### config.mk
export PLATFORM = sky130hd
export DESIGN_NAME = two_electrode_touch_slider
export DESIGN_NICKNAME = d
export VERILOG_FILES = /design/src/sv/tets_pkg.sv /design/src/sv/tets_ctrl.sv /design/src/sv/tets_dp.sv /design/src/sv/two_electrode_touch_slider.sv
export VERILOG_INCLUDE_DIRS = /design/src /design/src/sv
export SDC_FILE = /design/constraint.sdc
export NUM_CORES = 1
export LEC_CHECK = 0
export ABC_AREA = 1
export BUFFER_PORTS_ARGS = -buffer_cell sky130_fd_sc_hd__buf_2
export CAP_MARGIN = 0
export CORE_AREA = 2 2 99 172
export DETAILED_ROUTE_END_ITERATION = 6
export DIE_AREA = 0 0 101 174
export PLACE_DENSITY_LB_ADDON = 0.08
export SLEW_MARGIN = 20
export SYNTH_ARGS = -nofsm -noshare
export SYNTH_HDL_FRONTEND = slang
export SYNTH_SLANG_ARGS = --single-unit
### constraint.sdc
create_clock -name clk -period 6.3 [get_ports clk]
set_clock_uncertainty 0.1 [all_clocks]
set_input_delay 0.315 -clock clk [delete_from_list [all_inputs] [get_ports clk]]
set_output_delay 0.315 -clock clk [all_outputs]
set_load 0.01 [all_outputs]
### src/sv/two_electrode_touch_slider_defines.svh
// ---------------------------------------------------------------------------
// Assertion macros for the two-electrode touch slider
// Checks are compiled for simulation and drop out when SYNTHESIS is defined.
// ---------------------------------------------------------------------------
`ifndef TWO_ELECTRODE_TOUCH_SLIDER_DEFINES_SVH
`define TWO_ELECTRODE_TOUCH_SLIDER_DEFINES_SVH

`ifndef SYNTHESIS
// Property checked on every rising clock edge outside of reset.
`define TETS_ASSERT(label, prop, msg) \
  label: assert property (@(posedge clk) disable iff (rst) prop) else $error(msg);
// Property checked on every rising clock edge, reset included.
`define TETS_ASSERT_ALWAYS(label, prop, msg) \
  label: assert property (@(posedge clk) prop) else $error(msg);
`else
`define TETS_ASSERT(label, prop, msg)
`define TETS_ASSERT_ALWAYS(label, prop, msg)
`endif

`endif

### src/sv/tets_pkg.sv
// ---------------------------------------------------------------------------
// Touch slider package
// Widths, codes and the command and status bundles shared by the modules.
// ---------------------------------------------------------------------------
package tets_pkg;

  localparam int COUNT_W = 16;
  localparam int DELTA_W = 15;
  localparam int POS_W   = 7;
  localparam int PROD_W  = DELTA_W + POS_W;
  localparam int REG_IDX_W = 2;

  // Full scale of the slider position.
  localparam logic [POS_W-1:0] POS_SCALE = 7'd100;
  localparam logic [COUNT_W-1:0] THRESHOLD_RESET = 16'd100;

  // Quotient bits produced by the serial divider; the quotient never exceeds 100.
  localparam int DIV_STEPS = POS_W;

  // Operation codes carried in tuser.
  localparam logic OP_SCAN = 1'b0;
  localparam logic OP_READ = 1'b1;

  // Configuration register indexes.
  localparam logic [REG_IDX_W-1:0] REG_BASELINE_0 = 2'd0;
  localparam logic [REG_IDX_W-1:0] REG_BASELINE_1 = 2'd1;
  localparam logic [REG_IDX_W-1:0] REG_THRESHOLD  = 2'd2;

  typedef struct packed {
    logic scan_update;  // store the delta of the active electrode
    logic read_start;   // clear the fresh flag and load the first division
    logic div_step;     // one restoring division step
    logic div_load_b;   // save the first quotient and load the second division
    logic res_load;     // place the position in the output register
  } cmd_t;

  typedef struct packed {
    logic compute;   // fresh scan pending and a touch present
    logic div_last;  // the current division step is the last one
    logic out_free;  // output register can take a result this cycle
  } status_t;

endpackage

### src/sv/tets_ctrl.sv
// ---------------------------------------------------------------------------
// Touch slider controller
// Sequences scan updates, the two position divisions and the result push.
// ---------------------------------------------------------------------------
module tets_ctrl (
  input  logic             clk,
  input  logic             rst,
  input  logic             s_tvalid,
  input  logic             s_tuser,
  output logic             s_tready,
  input  tets_pkg::status_t status,
  output tets_pkg::cmd_t    cmd
);
  import tets_pkg::*;

  typedef enum logic [4:0] {
    S_IDLE   = 5'b00001,
    S_DIV_A  = 5'b00010,
    S_LOAD_B = 5'b00100,
    S_DIV_B  = 5'b01000,
    S_PUSH   = 5'b10000
  } state_t;

  state_t state;
  state_t state_next;

  always_ff @(posedge clk) begin
    if (rst) begin
      state <= S_IDLE;
    end else begin
      state <= state_next;
    end
  end

  always_comb begin
    state_next = state;
    cmd        = '0;
    s_tready   = 1'b0;
    case (state)
      S_IDLE: begin
        s_tready = 1'b1;
        if (s_tvalid) begin
          if (s_tuser == OP_SCAN) begin
            cmd.scan_update = 1'b1;
          end else begin
            cmd.read_start = 1'b1;
            state_next = status.compute ? S_DIV_A : S_PUSH;
          end
        end
      end
      S_DIV_A: begin
        cmd.div_step = 1'b1;
        if (status.div_last) begin
          state_next = S_LOAD_B;
        end
      end
      S_LOAD_B: begin
        cmd.div_load_b = 1'b1;
        state_next = S_DIV_B;
      end
      S_DIV_B: begin
        cmd.div_step = 1'b1;
        if (status.div_last) begin
          state_next = S_PUSH;
        end
      end
      S_PUSH: begin
        if (status.out_free) begin
          cmd.res_load = 1'b1;
          state_next = S_IDLE;
        end
      end
      default: begin
        state_next = S_IDLE;
      end
    endcase
  end

endmodule

### src/sv/tets_dp.sv
// ---------------------------------------------------------------------------
// Touch slider datapath
// Configuration, electrode deltas, shared serial divider and output register.
// ---------------------------------------------------------------------------
module tets_dp (
  input  logic                                  clk,
  input  logic                                  rst,
  input  logic                                  cfg_we,
  input  logic [tets_pkg::REG_IDX_W-1:0]        cfg_index,
  input  logic [tets_pkg::COUNT_W-1:0]          cfg_data,
  input  logic [tets_pkg::COUNT_W-1:0]          scan_count,
  input  tets_pkg::cmd_t                        cmd,
  output tets_pkg::status_t                     status,
  input  logic                                  m_tready,
  output logic                                  m_tvalid,
  output logic [tets_pkg::POS_W-1:0]            m_pos
);
  import tets_pkg::*;

  localparam logic [2:0] DIV_LAST_CNT = 3'(DIV_STEPS - 1);

  logic [COUNT_W-1:0] baseline_0;
  logic [COUNT_W-1:0] baseline_1;
  logic [COUNT_W-1:0] threshold;
  logic [DELTA_W-1:0] delta_0;
  logic [DELTA_W-1:0] delta_1;
  logic               active;
  logic               fresh;

  logic [COUNT_W-1:0] sum;
  logic [COUNT_W-1:0] rem;
  logic [POS_W-1:0]   low;
  logic [POS_W-1:0]   quot;
  logic [POS_W-1:0]   quot_a;
  logic [2:0]         cnt;
  logic               pos_zero;
  logic [POS_W-1:0]   out_pos;
  logic               out_valid;

  logic [COUNT_W-1:0] diff;
  logic [DELTA_W-1:0] new_delta;
  logic [DELTA_W-1:0] mul_in;
  logic [PROD_W-1:0]  prod;
  logic [COUNT_W:0]   trial;
  logic               q_bit;
  logic [POS_W:0]     pos_sum;
  logic               touch;

  always_ff @(posedge clk) begin
    if (rst) begin
      baseline_0 <= '0;
      baseline_1 <= '0;
      threshold  <= THRESHOLD_RESET;
    end else if (cfg_we) begin
      case (cfg_index)
        REG_BASELINE_0: baseline_0 <= cfg_data;
        REG_BASELINE_1: baseline_1 <= cfg_data;
        REG_THRESHOLD:  threshold  <= cfg_data;
        default: begin
        end
      endcase
    end
  end

  // A difference with the sign bit set is taken as a count below baseline.
  assign diff      = scan_count - (active ? baseline_1 : baseline_0);
  assign new_delta = diff[COUNT_W-1] ? '0 : diff[DELTA_W-1:0];

  assign touch = ({1'b0, delta_0} > threshold) || ({1'b0, delta_1} > threshold);

  always_ff @(posedge clk) begin
    if (rst) begin
      delta_0 <= '0;
      delta_1 <= '0;
      active  <= 1'b0;
      fresh   <= 1'b1;
    end else if (cmd.scan_update) begin
      if (active) begin
        delta_1 <= new_delta;
      end else begin
        delta_0 <= new_delta;
      end
      active <= ~active;
      fresh  <= 1'b1;
    end else if (cmd.read_start) begin
      fresh <= 1'b0;
    end
  end

  // Scaled numerator for either division.
  assign mul_in = cmd.div_load_b ? delta_1 : delta_0;
  assign prod   = PROD_W'(mul_in) * PROD_W'(POS_SCALE);

  // The numerator is below 128 times the divisor, so its upper bits start
  // as a remainder that is already smaller than the divisor.
  assign trial = {rem, low[POS_W-1]};
  assign q_bit = trial >= {1'b0, sum};

  always_ff @(posedge clk) begin
    if (cmd.read_start) begin
      sum      <= COUNT_W'(delta_0) + COUNT_W'(delta_1);
      pos_zero <= ~status.compute;
    end
    if (cmd.read_start || cmd.div_load_b) begin
      rem <= {1'b0, prod[PROD_W-1:POS_W]};
      low <= prod[POS_W-1:0];
      cnt <= DIV_LAST_CNT;
    end else if (cmd.div_step) begin
      rem  <= q_bit ? COUNT_W'(trial - {1'b0, sum}) : trial[COUNT_W-1:0];
      low  <= {low[POS_W-2:0], 1'b0};
      quot <= {quot[POS_W-2:0], q_bit};
      cnt  <= cnt - 3'd1;
    end
    if (cmd.div_load_b) begin
      quot_a <= quot;
    end
  end

  // 100 - a + b lies in 0..200.
  assign pos_sum = (POS_W+1)'(POS_SCALE) - {1'b0, quot_a} + {1'b0, quot};

  always_ff @(posedge clk) begin
    if (rst) begin
      out_valid <= 1'b0;
    end else if (cmd.res_load) begin
      out_valid <= 1'b1;
    end else if (m_tready) begin
      out_valid <= 1'b0;
    end
  end

  always_ff @(posedge clk) begin
    if (cmd.res_load) begin
      out_pos <= pos_zero ? '0 : pos_sum[POS_W:1];
    end
  end

  assign status.compute  = fresh && touch;
  assign status.div_last = (cnt == 3'd0);
  assign status.out_free = ~out_valid || m_tready;

  assign m_tvalid = out_valid;
  assign m_pos    = out_pos;

endmodule

### src/sv/two_electrode_touch_slider.sv
// ---------------------------------------------------------------------------
// Two-electrode capacitive touch slider
// Turns alternating electrode scan counts into a 0..100 finger position.
// ---------------------------------------------------------------------------
// Each input request on the slave stream is either a scan result (tuser = 0,
// tdata = 16-bit oscillator count for the electrode whose turn it is; the
// electrodes alternate starting with electrode 0) or a position read
// (tuser = 1). A scan produces nothing on the master stream. A read produces
// exactly one result request carrying the position. A read that finds no
// fresh scan or no touch goes straight to the result push. A read that needs
// the position goes through a shared serial divider, one quotient bit per
// cycle, twice for seven bits each, before its result is pushed. The input is
// blocked while a read is in progress, so the division sets the sustained
// read rate.
// The master side has an output register: further scans are taken while a
// result waits, and a stalled receiver only holds back the next read.
// Configuration writes on cfg_we/cfg_index/cfg_data take effect at once and
// are expected while the block is idle. Reset clears the deltas and the
// electrode turn, sets the fresh flag, loads baselines 0 and threshold 100.
// ---------------------------------------------------------------------------
`include "two_electrode_touch_slider_defines.svh"

module two_electrode_touch_slider (
  input  logic                                  clk,
  input  logic                                  rst,
  // Configuration write port.
  input  logic                                  cfg_we,
  input  logic [tets_pkg::REG_IDX_W-1:0]        cfg_index,
  input  logic [tets_pkg::COUNT_W-1:0]          cfg_data,
  // Slave stream.
  input  logic                                  s_tvalid,
  output logic                                  s_tready,
  input  logic [15:0]                           s_tdata,   // [15:0] scan_count
  input  logic                                  s_tuser,   // [0] operation
  // Master stream.
  output logic                                  m_tvalid,
  input  logic                                  m_tready,
  output logic [7:0]                            m_tdata    // [6:0] slider_position
);
  import tets_pkg::*;

  cmd_t             cmd;
  status_t          status;
  logic [POS_W-1:0] pos;

  // The controller only sequences; every value lives in the datapath.
  tets_ctrl u_ctrl (
    .clk      (clk),
    .rst      (rst),
    .s_tvalid (s_tvalid),
    .s_tuser  (s_tuser),
    .s_tready (s_tready),
    .status   (status),
    .cmd      (cmd)
  );

  tets_dp u_dp (
    .clk        (clk),
    .rst        (rst),
    .cfg_we     (cfg_we),
    .cfg_index  (cfg_index),
    .cfg_data   (cfg_data),
    .scan_count (s_tdata[COUNT_W-1:0]),
    .cmd        (cmd),
    .status     (status),
    .m_tready   (m_tready),
    .m_tvalid   (m_tvalid),
    .m_pos      (pos)
  );

  assign m_tdata = {1'b0, pos};

  // A read occupies the block until its result is in the output register.
  `TETS_ASSERT(a_read_blocks_input, (s_tvalid && s_tready && (s_tuser == OP_READ)) |=> !s_tready, "input accepted during a read")
  // A new result is only loaded when the pending one is gone or leaving.
  `TETS_ASSERT(a_no_overwrite, cmd.res_load |-> status.out_free, "pending result overwritten")
  // The reported position never leaves its range.
  `TETS_ASSERT(a_pos_range, m_tvalid |-> (pos <= POS_SCALE), "position above full scale")
  // Scan updates and read starts only happen on an accepted request.
  `TETS_ASSERT_ALWAYS(a_cmd_on_accept, (cmd.scan_update || cmd.read_start) |-> (s_tvalid && s_tready), "command without request")

endmodule
==> results.json <==
{
  "synthCells": 1383,
  "cts_tree": "yes",
  "io_buffers": 48,
  "die_h_um": 174,
  "crit_path_top_delay_cell": "ha_1",
  "drt_pass1_iterations": 5,
  "ys_seq_elements": 148,
  "power.leakage_nw": 5.86,
  "min_path_type": "input port to register",
  "ys_seq_area_share_pct": 32.7,
  "timing.fmax_mhz": 224,
  "vias_per_cell": 5.58,
  "grt_max_degree": 82,
  "vias": 9069,
  "gp_congestion": 1.01,
  "htree_levels": 4,
  "clkSinkCount": 148,
  "wl_per_cell_um": 15.4,
  "die_area_sq_mm": 0.0176,
  "synth_top_area_share_pct": 16.6,
  "diodes": 0,
  "cp.arrival_ps": 4560,
  "die_w_um": 101,
  "clk_transition_reported_paths_ps": 60,
  "syn_area_sq_mm": 0.0108,
  "ir_worst_vdd_uv": 208,
  "post-dp-hpwl_mm": 19.8,
  "finalSetupTns_ps": 0,
  "multiInputGateArea_sq_mm": 0.00631,
  "track_usage_pct": 29.2,
  "yosys_most_used_dff": "dfxtp_1",
  "synthTopCellsByArea": "dfxtp_1 (17%), ha_1 (16%), edfxtp_1 (16%)",
  "max_cap_violations": 0,
  "final_net_count": 1612,
  "async_flop_share_pct": 0,
  "finalHoldViolations": 0,
  "n_fill_cell": 1376,
  "layout_common_cells": "nand2_1 (250), inv_1 (197), ha_1 (140)",
  "grt_pass1_wl_mm": 40.8,
  "powerDensity_mw_per_mm2": 327,
  "post-route-min-period_ps": 4470,
  "ctsHoldBuffers": 0,
  "crit_path_max_incr_delay_ps": 360,
  "final_common_cell": "nand2_1",
  "crit_path_max_fanout": 23,
  "critPathKind": "register to register",
  "clock_latency_ps": 440,
  "rows": 62,
  "ys_types": 48,
  "drv_slew": 0,
  "final_area_sq_mm": 0.0117,
  "setup-violations-final": 0,
  "required_ps": 6390,
  "grt_setup_unrepaired": "no",
  "cpLargestDelayFamily": "adder cells",
  "clockRootBuffer": "clkbuf_16",
  "io_pins": 50,
  "critPathLaunchType": "register",
  "clk_path_buf_depth": 2,
  "placed_area_sq_mm": 0.0111,
  "period_share_pct": 71.0,
  "critPathCaptureType": "register",
  "synth_edf_count": 58,
  "cp_num_buf_inv": 2,
  "cts_buffers": 17,
  "slew_headroom_pct": 30.6,
  "overflow": 0,
  "antenna_left": 0,
  "seq_area_sq_mm": 0.00354,
  "cts_setup_buffers": 0,
  "drive_above_1_share_pct": 9.01,
  "syn_nets": 1576,
  "worst_pin_slew_ps": 1030,
  "syn_area_per_cell_sq_um": 7.83,
  "ys_warn_count": 0,
  "antenna_found_initial": 0,
  "routed_wl_mm": 24.9,
  "core-area_sq_mm": 0.0163,
  "start_util_pct": 66.4,
  "area_delta_synth_final_pct": 7.86,
  "drt-initial-drc-count": 410,
  "path_cells": "nor2_1 -> inv_1 -> nor4_4 -> inv_1 -> nand2_1 -> nand2_1 -> ha_1 -> ha_1 -> ha_1 -> xor2_1 -> ha_1 -> a21oi_1 -> nand2_1 -> a21oi_1 -> o21ai_0 -> a211o_1 -> nand3_1 -> nand2_1",
  "yosysTopAreaCell": "dfxtp_1",
  "drc": 0,
  "status": "complete, no violations",
  "post_cts_resize_count": 0,
  "grt_pass1_vias": 9029
}
-- through the flow --
| step | utilization, % | setup WS [ps] | cells | power (W) | hold slack (ps) |
|---|---|---|---|---|---|
| 3_3_place_gp | 68.2 | 1970 | 1592 | 0.00284 | 342 |
| 5_1_grt | 71.7 | 1480 | 1624 | 0.00409 | 30.9 |
| 3_5_place_dp | 68.2 | 1840 | 1592 | 0.00287 | 349 |
| 2_1_floorplan | - | 2220 | 1383 | 0.00250 | 284 |
| 4_1_cts | 71.7 | 1820 | 1624 | 0.00382 | 16.5 |
| 6_report | 71.7 | 1830 | 1624 | 0.00382 | 28.2 |
-- flip-flops by register name (all words and copies together), names as in the netlist, 7 cells and up --
| register | count |
|---|---|
| u_dp.quot | 7 |
| u_dp.rem | 16 |
| u_dp.delta_0 | 15 |
| u_dp.quot_a | 7 |
| u_dp.m_pos | 7 |
| u_dp.sum | 16 |
| u_dp.delta_1 | 15 |
| u_dp.baseline_0 | 16 |
| u_dp.threshold | 16 |
| u_dp.baseline_1 | 16 |
-- layer usage --
metal	GRT usage [%]	routed length, um	vias up
met3	4.91	645	71
met2	56.6	14000	175
met4	15.0	1080	0
li1	-	-	4661
met5	0	0	-
met1	28.4	9190	4162
-- final timing paths --
check	cells past startpoint	startpoint	slack, ps	end
max	18	u_ctrl.state[1]$_SDFFE_PP0P_	1830	u_dp.rem[10]$_DFFE_PP_
min	2	rst	30	u_dp.m_tvalid$_SDFFE_PP0P_
max reg2reg	18	u_ctrl.state[1]$_SDFFE_PP0P_	1830	u_dp.rem[10]$_DFFE_PP_
min reg2reg	0	u_dp.quot[6]$_DFFE_PP_	370	u_dp.quot_a[6]$_DFFE_PN_
-- report_power, final --
| group | leakage (nW) | internal (W) | switching [W] | total, W |
|---|---|---|---|---|
| Sequential | 1.27 | 0.00117 | 0.0000981 | 0.00127 |
| Combinational | 4.32 | 0.000588 | 0.00101 | 0.00160 |
| Clock | 0.260 | 0.000512 | 0.000435 | 0.000947 |
-- area by class of cell --
type,count,area share [%]
tap,192,2.06
inverter,202,6.50
clock inverter,15,1.10
sequential,148,30.4
multi-input combinational,999,54.1
timing repair buffer,51,2.25
clock buffer,17,3.64
-- cell families after synthesis --
group	count (synthesis)	synth area share (%)
AND/OR/NAND/NOR	500	20.1
AO/OA/AOI/OAI	286	14.7
buffers and inverters	236	8.92
adder cells (fa/ha/maj)	153	18.6
flip-flops	148	32.7
XOR/XNOR	45	3.64
multiplexers	14	1.29
other	1	0.0346
-- Yosys cell counts (all sizes together), types with 4 or more instances --
library cell and count:
nand2 256, inv 201, nor2 142, ha 140, o21ai 132, a21oi 114, dfxtp 90, edfxtp 58
nand3 52, xor2 28, buf 17, clkbuf 17, xnor2 17, nand3b 16, mux2i 14, a21o 13
fa 13, nor3 13, nand4 9, o21bai 7, or2 7, a21boi 4, a31oi 4
Power figures use the tool's default switching activity.
